[src/rtl/rext_pkg.sv]
// shared types, constants and helper functions of the row extent tracker
// no dependencies
package rext_pkg;

	localparam int COORD_W    = 12;
	localparam int WIDTH_W    = 13;
	localparam int CFG_IDX_W  = 2;
	localparam int MAX_WIDTH  = 4096;
	localparam int MAX_HEIGHT = 4096;

	typedef logic [COORD_W-1:0] coord_t;

	// register map of the configuration port
	typedef enum logic [CFG_IDX_W-1:0] {
		CFG_IMAGE_WIDTH = 2'd0,
		CFG_JUMP_LIMIT  = 2'd1,
		CFG_SMOOTH_THR  = 2'd2
	} cfg_idx_t;

	// reset values of the registers
	localparam logic [WIDTH_W-1:0] IMAGE_WIDTH_RST = 13'd640;
	localparam coord_t             JUMP_LIMIT_RST  = 12'd60;
	localparam coord_t             SMOOTH_THR_RST  = 12'd30;

	// width clamp limits
	localparam int WIDTH_CAP_I = (MAX_WIDTH > 4096) ? 4096 : ((MAX_WIDTH < 3) ? 3 : MAX_WIDTH);
	localparam logic [WIDTH_W-1:0] WIDTH_CAP = WIDTH_W'(WIDTH_CAP_I);
	localparam logic [WIDTH_W-1:0] WIDTH_MIN = 13'd3;
	localparam int LAST_COL_RST_I =
		((640 > WIDTH_CAP_I) ? WIDTH_CAP_I : 640) - 1;
	localparam coord_t LAST_COL_RST = COORD_W'(LAST_COL_RST_I);

	// row counter saturation point
	localparam int ROW_CAP_I = ((MAX_HEIGHT - 1) > 4095) ? 4095 : (MAX_HEIGHT - 1);
	localparam coord_t ROW_CAP   = COORD_W'(ROW_CAP_I);
	localparam coord_t COORD_MAX = '1;

	// blend weight 0.02 in 16 fractional bits
	localparam logic [10:0] W_SMALL    = 11'd1311;
	localparam int          FRAC_BITS  = 16;
	// reciprocal of three, exact floor for all 12-bit inputs
	localparam logic [11:0] RECIP3     = 12'd2731;
	localparam int          RECIP3_SH  = 13;

	// active configuration as seen by the datapath
	typedef struct packed {
		coord_t last_col;
		coord_t jump_limit;
		coord_t smooth_thr;
	} cfg_t;

	// extent of the row closed by the current pixel
	typedef struct packed {
		logic   row_done;
		logic   frame_done;
		coord_t row_index;
		coord_t left;
		coord_t right;
	} row_sum_t;

	// filtered edge pair
	typedef struct packed {
		logic   emit;
		coord_t left;
		coord_t right;
	} edge_res_t;

	function automatic coord_t div3(input coord_t x);
		logic [2*COORD_W-1:0] prod;
		prod = x * RECIP3;
		return COORD_W'(prod >> RECIP3_SH);
	endfunction

	function automatic coord_t absdiff(input coord_t a, input coord_t b);
		return (a > b) ? (a - b) : (b - a);
	endfunction

endpackage

[src/rtl/row_extent_tracker_smoothed_core.sv]
// a result is loaded into the result register when the pixel that closes its row leaves the input register
// throughput: one pixel per cycle unless a result waits with out_ready low; the state updates behind the input register
// the output register is taken and refilled in the same cycle, so pixels flow while out_ready is high
// reset: asynchronous, clears tracking state, drops pending transactions, restores
// image_width 640, jump_limit 60, smooth_threshold 30; no clearing pass
module row_extent_tracker_smoothed_core (
	input  logic                              clk,
	input  logic                              arst_n,
	input  logic                              in_valid,
	output logic                              in_ready,
	input  logic                              pixel_on,
	input  logic                              row_end,
	input  logic                              frame_end,
	output logic                              out_valid,
	input  logic                              out_ready,
	output rext_pkg::coord_t                  row_index,
	output rext_pkg::coord_t                  left_x,
	output rext_pkg::coord_t                  right_x,
	input  logic                              cfg_valid,
	output logic                              cfg_ready,
	input  logic [rext_pkg::CFG_IDX_W-1:0]    cfg_index,
	input  logic [rext_pkg::WIDTH_W-1:0]      cfg_data
);

	logic                valid_s1;
	logic                pixel_on_s1;
	logic                row_end_s1;
	logic                frame_end_s1;
	logic                advance;
	logic                out_valid_q;
	rext_pkg::coord_t    row_index_q;
	rext_pkg::coord_t    left_x_q;
	rext_pkg::coord_t    right_x_q;
	rext_pkg::cfg_t      cfg;
	rext_pkg::row_sum_t  row_sum;
	rext_pkg::edge_res_t res;

	// handshake control
	assign advance   = valid_s1 && (!out_valid_q || out_ready);
	assign in_ready  = !valid_s1 || advance;
	assign cfg_ready = 1'b1;

	rext_cfg u_cfg (
		.clk      (clk),
		.arst_n   (arst_n),
		.wr_en    (cfg_valid),
		.wr_index (cfg_index),
		.wr_data  (cfg_data),
		.cfg      (cfg)
	);

	// input register
	always_ff @(posedge clk or negedge arst_n) begin
		if (!arst_n) begin
			valid_s1 <= 1'b0;
		end else if (in_valid && in_ready) begin
			valid_s1 <= 1'b1;
		end else if (advance) begin
			valid_s1 <= 1'b0;
		end
	end

	always_ff @(posedge clk) begin
		if (in_valid && in_ready) begin
			pixel_on_s1  <= pixel_on;
			row_end_s1   <= row_end;
			frame_end_s1 <= frame_end;
		end
	end

	rext_track u_track (
		.clk       (clk),
		.arst_n    (arst_n),
		.step      (advance),
		.pixel_on  (pixel_on_s1),
		.row_end   (row_end_s1),
		.frame_end (frame_end_s1),
		.last_col  (cfg.last_col),
		.row_sum   (row_sum)
	);

	rext_smooth u_smooth (
		.clk     (clk),
		.arst_n  (arst_n),
		.step    (advance),
		.row_sum (row_sum),
		.cfg     (cfg),
		.res     (res)
	);

	// result register
	always_ff @(posedge clk or negedge arst_n) begin
		if (!arst_n) begin
			out_valid_q <= 1'b0;
		end else if (advance) begin
			out_valid_q <= res.emit;
		end else if (out_ready) begin
			out_valid_q <= 1'b0;
		end
	end

	always_ff @(posedge clk) begin
		if (advance && res.emit) begin
			row_index_q <= row_sum.row_index;
			left_x_q    <= res.left;
			right_x_q   <= res.right;
		end
	end

	assign out_valid = out_valid_q;
	assign row_index = row_index_q;
	assign left_x    = left_x_q;
	assign right_x   = right_x_q;

endmodule

[src/rtl/rext_cfg.sv]
// configuration registers and effective width clamp
// depends on rext_pkg
module rext_cfg (
	input  logic                              clk,
	input  logic                              arst_n,
	input  logic                              wr_en,
	input  logic [rext_pkg::CFG_IDX_W-1:0]    wr_index,
	input  logic [rext_pkg::WIDTH_W-1:0]      wr_data,
	output rext_pkg::cfg_t                    cfg
);

	logic [rext_pkg::WIDTH_W-1:0] image_width_q;
	rext_pkg::coord_t             jump_limit_q;
	rext_pkg::coord_t             smooth_thr_q;
	rext_pkg::coord_t             last_col;

	// register writes
	always_ff @(posedge clk or negedge arst_n) begin
		if (!arst_n) begin
			image_width_q <= rext_pkg::IMAGE_WIDTH_RST;
			jump_limit_q  <= rext_pkg::JUMP_LIMIT_RST;
			smooth_thr_q  <= rext_pkg::SMOOTH_THR_RST;
		end else if (wr_en) begin
			case (rext_pkg::cfg_idx_t'(wr_index))
				rext_pkg::CFG_IMAGE_WIDTH: image_width_q <= wr_data;
				rext_pkg::CFG_JUMP_LIMIT:  jump_limit_q  <= wr_data[rext_pkg::COORD_W-1:0];
				rext_pkg::CFG_SMOOTH_THR:  smooth_thr_q  <= wr_data[rext_pkg::COORD_W-1:0];
				default: ;
			endcase
		end
	end

	// clamp width into the supported range and take the last column
	always_comb begin
		if (image_width_q > rext_pkg::WIDTH_CAP)
			last_col = rext_pkg::COORD_W'(rext_pkg::WIDTH_CAP - 13'd1);
		else if (image_width_q < rext_pkg::WIDTH_MIN)
			last_col = rext_pkg::COORD_W'(rext_pkg::WIDTH_MIN - 13'd1);
		else
			last_col = rext_pkg::COORD_W'(image_width_q - 13'd1);
	end

	assign cfg.last_col   = last_col;
	assign cfg.jump_limit = jump_limit_q;
	assign cfg.smooth_thr = smooth_thr_q;

endmodule

[src/rtl/rext_track.sv]
// column and row counters with the running left and right extent of a row
// depends on rext_pkg
module rext_track (
	input  logic                clk,
	input  logic                arst_n,
	input  logic                step,
	input  logic                pixel_on,
	input  logic                row_end,
	input  logic                frame_end,
	input  rext_pkg::coord_t    last_col,
	output rext_pkg::row_sum_t  row_sum
);

	rext_pkg::coord_t col_q;
	rext_pkg::coord_t row_q;
	rext_pkg::coord_t run_left_q;
	rext_pkg::coord_t run_right_q;
	rext_pkg::coord_t left_now;
	rext_pkg::coord_t right_now;
	logic             in_row;

	// extent including the current pixel
	always_comb begin
		in_row    = pixel_on && (col_q <= last_col);
		left_now  = (in_row && (col_q < run_left_q)) ? col_q : run_left_q;
		right_now = (in_row && (col_q > run_right_q)) ? col_q : run_right_q;
	end

	assign row_sum.row_done   = row_end;
	assign row_sum.frame_done = frame_end;
	assign row_sum.row_index  = row_q;
	assign row_sum.left       = left_now;
	assign row_sum.right      = right_now;

	// counter and extent update per pixel
	always_ff @(posedge clk or negedge arst_n) begin
		if (!arst_n) begin
			col_q       <= '0;
			row_q       <= '0;
			run_left_q  <= rext_pkg::LAST_COL_RST;
			run_right_q <= '0;
		end else if (step) begin
			if (frame_end) begin
				col_q       <= '0;
				row_q       <= '0;
				run_left_q  <= last_col;
				run_right_q <= '0;
			end else if (row_end) begin
				col_q       <= '0;
				run_left_q  <= last_col;
				run_right_q <= '0;
				if (row_q < rext_pkg::ROW_CAP)
					row_q <= row_q + 12'd1;
			end else begin
				run_left_q  <= left_now;
				run_right_q <= right_now;
				if (col_q < rext_pkg::COORD_MAX)
					col_q <= col_q + 12'd1;
			end
		end
	end

endmodule

[src/rtl/rext_smooth.sv]
// row validity, jump rejection and edge blending against the last emitted pair
// depends on rext_pkg
module rext_smooth (
	input  logic                 clk,
	input  logic                 arst_n,
	input  logic                 step,
	input  rext_pkg::row_sum_t   row_sum,
	input  rext_pkg::cfg_t       cfg,
	output rext_pkg::edge_res_t  res
);

	rext_pkg::coord_t prev_left_q;
	rext_pkg::coord_t prev_right_q;
	logic             have_prev_q;

	rext_pkg::coord_t dl;
	rext_pkg::coord_t dr;
	rext_pkg::coord_t l_div;
	rext_pkg::coord_t p_div;
	rext_pkg::coord_t left_blend;
	rext_pkg::coord_t right_big;
	logic [22:0]      right_prod;
	logic [23:0]      right_ceil;
	rext_pkg::coord_t right_blend;
	logic             row_valid;
	logic             emit;

	// jumps from the last emitted pair
	assign dl = rext_pkg::absdiff(row_sum.left, prev_left_q);
	assign dr = rext_pkg::absdiff(row_sum.right, prev_right_q);

	// left blend in thirds
	always_comb begin
		l_div = rext_pkg::div3(row_sum.left);
		p_div = rext_pkg::div3(prev_left_q);
		if (row_sum.left > prev_left_q)
			left_blend = l_div + {p_div[10:0], 1'b0};
		else
			left_blend = {l_div[10:0], 1'b0} + p_div;
	end

	// right blend: larger edge minus the rounded-up small-weight share of the jump
	always_comb begin
		right_big   = (row_sum.right > prev_right_q) ? row_sum.right : prev_right_q;
		right_prod  = dr * rext_pkg::W_SMALL;
		right_ceil  = {1'b0, right_prod} + 24'hFFFF;
		right_blend = right_big - rext_pkg::COORD_W'(right_ceil >> rext_pkg::FRAC_BITS);
	end

	// accept or drop the row
	always_comb begin
		row_valid = (row_sum.left != cfg.last_col) && (row_sum.right > 12'd1)
			&& (row_sum.left != row_sum.right);
		emit      = row_sum.row_done && row_valid
			&& (!have_prev_q || (dl < cfg.jump_limit));
		res.emit  = emit;
		res.left  = row_sum.left;
		res.right = row_sum.right;
		if (have_prev_q && (dl > cfg.smooth_thr))
			res.left = left_blend;
		if (have_prev_q && (dr > cfg.smooth_thr))
			res.right = right_blend;
	end

	// reference pair update, frame end clears after a possible emit
	always_ff @(posedge clk or negedge arst_n) begin
		if (!arst_n) begin
			prev_left_q  <= '0;
			prev_right_q <= '0;
			have_prev_q  <= 1'b0;
		end else if (step) begin
			if (row_sum.frame_done) begin
				prev_left_q  <= '0;
				prev_right_q <= '0;
				have_prev_q  <= 1'b0;
			end else if (emit) begin
				prev_left_q  <= res.left;
				prev_right_q <= res.right;
				have_prev_q  <= 1'b1;
			end
		end
	end

endmodule

[config.mk]
export PLATFORM = sky130hd
export DESIGN_NAME = row_extent_tracker_smoothed_core
export DESIGN_NICKNAME = d
export VERILOG_FILES = /design/src/rtl/rext_pkg.sv /design/src/rtl/row_extent_tracker_smoothed_core.sv /design/src/rtl/rext_cfg.sv /design/src/rtl/rext_track.sv /design/src/rtl/rext_smooth.sv
export SDC_FILE = /design/constraint.sdc
export NUM_CORES = 1
export LEC_CHECK = 0
export BUFFER_PORTS_ARGS = -buffer_cell sky130_fd_sc_hd__buf_2
export CORE_AREA = 2 2 199 201
export CTS_CLUSTER_DIAMETER = 120
export CTS_CLUSTER_SIZE = 14
export DETAILED_ROUTE_END_ITERATION = 8
export DIE_AREA = 0 0 201 203
export PLACE_DENSITY = 0.76
export SLEW_MARGIN = 10
export SYNTH_ARGS = -nofsm -noshare
export SYNTH_HDL_FRONTEND = slang
export SYNTH_SLANG_ARGS = --single-unit
[constraint.sdc]
create_clock -name clk -period 18.9 [get_ports clk]
set_clock_uncertainty 0.2 [all_clocks]
set_input_delay 0.945 -clock clk [delete_from_list [all_inputs] [get_ports clk]]
set_output_delay 0.945 -clock clk [all_outputs]
set_load 0.02 [all_outputs]
==> summary.txt <==
Floorplanning
  • Die Y: 203 microns
  • Die area: 0.0408 sq mm
  • Initial Util: 53.6%
  • Die Wd: 201 microns
  • Rows: 72
  • Ports: 62
  • Core area: 0.0385 sq mm

Detailed routing
  • Drt drc: 0
  • Detailed Route WL: 53800 microns
  • Wire per inst: 19.1 microns
  • First-pass DRT Iterations: 6
  • Vias per cell: 5.78
  • DRT antenna net count: 0
  • Vias: 16.3k
  • Initial DRC Count: 1131

Worst setup path
  • Slowest cell on crit path: ha_1
  • Worst reg2reg path startpoint: u_cfg.image_width_q[5]
  • CP arrival: 15.52 ns
  • CP peak stage delay: 0.67 ns
  • CP max FO: 26
  • Crit path top cell by count: ha_1
  • Worst R2R Path Depth: 57
  • Worst EP required: 19.04 ns
  • Flop-to-flop setup slack: 3.52 ns
  • RR Endpoint: u_smooth.prev_right_q[10]
  • CP Class: register to register
  • Worst setup SP type: register
  • CP Capture Type: register

Timing
  • Final Slew Violations: 0
  • Fmax: 65.0 MHz
  • Period utilization: 81.4%
  • Final setup margin: 3.52 ns
  • Worst slew pin tran: 1.13 ns
  • Setup_tns: 0 ns
  • Worst slew margin: 24.9%
  • RSZ-0062 raised after global routing: false
  • Tmin final: 15.38 ns
  • # setup viols final: 0
  • Final hold violation count: 0

CTS
  • Clock latency on the worst-skew pair: 0.46 ns
  • CTS clk-pin slew, worst paths: 0.07 ns
  • Hold buffers post-CTS: 0
  • CTS max path bufs: 2
  • Total CTS buffers: 17
  • Clock Tree Root: clkbuf_16
  • Post-cts sizing count: 0
  • CTS HTree Levels: 4
  • Sink Count: 151
  • Post-CTS setup repair buffer count: 0
  • CTS tree: yes

Pwr
  • Leak: 0.0117 uW
  • Maximum VDD drop: 0.134 mV
  • Pwr dens: 123 mW/mm^2

Yosys
  • Syn avg cell area: 9.16 sq um
  • Number of synthesized register bits: 151
  • Number of flops mapped to enable cells by yosys: 39
  • Ys Warns: 0
  • Primary FF master, synth: dfrtp_1
  • Synth Cell Area: 0.0206 sq mm
  • Syn_nets: 2810
  • Sequential area share after synthesis: 19.4%
  • Fraction of registers with async set/reset: 74.2%
  • Netlist cell types: 90
  • Post-synthesis instance total: 2253

Place
  • Pre-CTS setup slack: 3.63 ns
  • Final HPWL DP: 43500 microns
  • Gp weighted congestion: 0.936
  • Port bufs: 60

Hold path
  • HP Start: u_track.row_q[11]
  • Worst hold path class: register to register
  • Hold path cells: 0
  • Hold EP: row_index[11]

Layout
  • P&R area growth vs syn: 6.37%
  • Largest reg by FF count: u_cfg.image_width_q
  • Multi-input logic area: 0.0148 sq mm
  • Diode count: 0
  • Register area: 0.00400 sq mm
  • Fill count: 3409
  • Final #Nets: 2837
  • Number of flip-flops under the largest register name: 13
  • Layout cells sized above 1: 8.59%

GRT
  • Initial antenna violation count: 1
  • Total track usage: 27.3%
  • Global-route wire length before repair: 88100 microns
  • Vias in the first global route: 16.6k
  • Largest net degree at the start of global routing: 58
  • Grt ovf: 0

Job
  • Max Cap Viol: 0

Run status
  • Status: complete, no violations
-- cells in the mapped netlist, types with 21 or more instances --
cell | number | area [sq um]
inv_1 | 407 | 1530
ha_1 | 394 | 4930
fa_1 | 140 | 2800
a21oi_1 | 127 | 636
nand2_1 | 117 | 439
nor2_1 | 110 | 413
o21ai_0 | 99 | 495
dfrtp_1 | 94 | 2350
xnor2_1 | 81 | 709
mux2_2 | 42 | 473
a21o_1 | 41 | 308
nor3_1 | 41 | 205
xor2_1 | 41 | 359
edfxtp_1 | 39 | 1170
clkbuf_1 | 37 | 139
nand4_1 | 31 | 194
mux2i_1 | 29 | 290
a22o_1 | 25 | 219
nand3_1 | 24 | 120
nor2b_1 | 22 | 138
o21bai_1 | 21 | 158
-- layout by cell type, fill, tap and decap left out, types with 12 or more instances in the layout --
cell type  synthesis  final
a21o_1            41     41
nor2_1           110    109
xor2_1            41     41
buf_2             13     59
fa_1             140    140
nor4_1            15     15
edfxtp_1          39     39
o22ai_1           17     17
nand2b_1          16     16
or3_1             12     12
xnor2_1           81     81
inv_1            407    407
nor2b_1           22     22
o21ai_1           12     12
mux2_2            42     42
and2_1            18     18
a21oi_1          127    126
mux2i_1           29     29
o21a_1            18     18
nor3_1            41     41
o21ai_0           99     99
ha_1             394    394
a22o_1            25     25
buf_4              1     12
o21bai_1          21     21
nand3_1           24     24
nand2_1          117    117
nand4_1           31     31
dfrtp_1           94     94
dfstp_2           18     18
clkbuf_16          0     18
-- worst max-delay path by stage --
stage,from,endpoint,slack [ns],depth (start not counted)
finish,u_cfg.image_width_q[5],u_smooth.prev_right_q[10],3.52,57
detailed placement,u_cfg.image_width_q[5],u_smooth.prev_right_q[11],3.63,55
floorplan,u_cfg.image_width_q[5],u_smooth.prev_right_q[10],5.60,58
CTS,u_cfg.image_width_q[5],u_smooth.prev_right_q[11],3.58,55
global route,u_cfg.image_width_q[5],u_smooth.prev_right_q[10],2.54,58
global placement,u_cfg.image_width_q[5],u_smooth.prev_right_q[11],3.98,56
-- layout make-up --
type / count / area share, %
Inverter: 410 / 7.01
Multi-Input combinational cell: 1629 / 67.5
Tap cell: 518 / 2.95
Timing Repair Buffer: 71 / 1.76
Sequential cell: 151 / 18.2
Clock buffer: 22 / 2.12
Clock inverter: 10 / 0.485
-- where the power goes --
group	total, uW	internal (uW)	switching, uW
Clock	343	192	151
Sequential	413	374	38.6
Combinational	1950	812	1140
Total	2700	1380	1330
-- per-layer routing --
| metal | wire [microns] | global-route usage, % |
|---|---|---|
| met1 | 23000 | 34.8 |
| met4 | 1930 | 10.5 |
| met2 | 26000 | 46.8 |
| met3 | 2820 | 3.95 |
| met5 | 0 | 0 |
-- cells by family (layout without fill, tap and decap cells) --
| logic type | count (synthesis) | after routing | synth area share (%) |
|---|---|---|---|
| compound gates | 445 | 445 | 14.0 |
| mux | 76 | 76 | 4.07 |
| buf+inv | 473 | 513 | 8.92 |
| flops | 151 | 151 | 19.4 |
| xor+xnor | 122 | 122 | 5.18 |
| other cells | 1 | 1 | 0.0182 |
| simple gates | 451 | 451 | 11.0 |
| fa+ha+maj | 534 | 534 | 37.5 |
-- per-stage QoR --
step / util [%] / power (uW) / hold WS (ns) / std cells / instance area [sq um]
5_1_grt: 57.1 / 2990 / 0.309 / 2811 / 21900
2_1_floorplan: - / 1860 / 0.248 / 2253 / 20600
3_3_place_gp: 55.6 / 2260 / 0.271 / 2779 / 21400
4_1_cts: 57.1 / 2700 / 0.298 / 2811 / 21900
3_5_place_dp: 55.6 / 2330 / 0.275 / 2779 / 21400
6_report: 57.1 / 2700 / 0.292 / 2811 / 21900
-- critical path, delay by kind of cell, from the launching register on --
family,cells,cell delay (ns)
AOI/OAI and AO/OA,23,4.78
and+or+nand+nor,15,3.77
adders and majority gates,9,3.73
muxes,2,0.94
xor gates and xnor gates,3,0.78
buffers and inverters,5,0.61
DFF,1,0.43
Note: power is estimated with default switching activity, not from simulation.
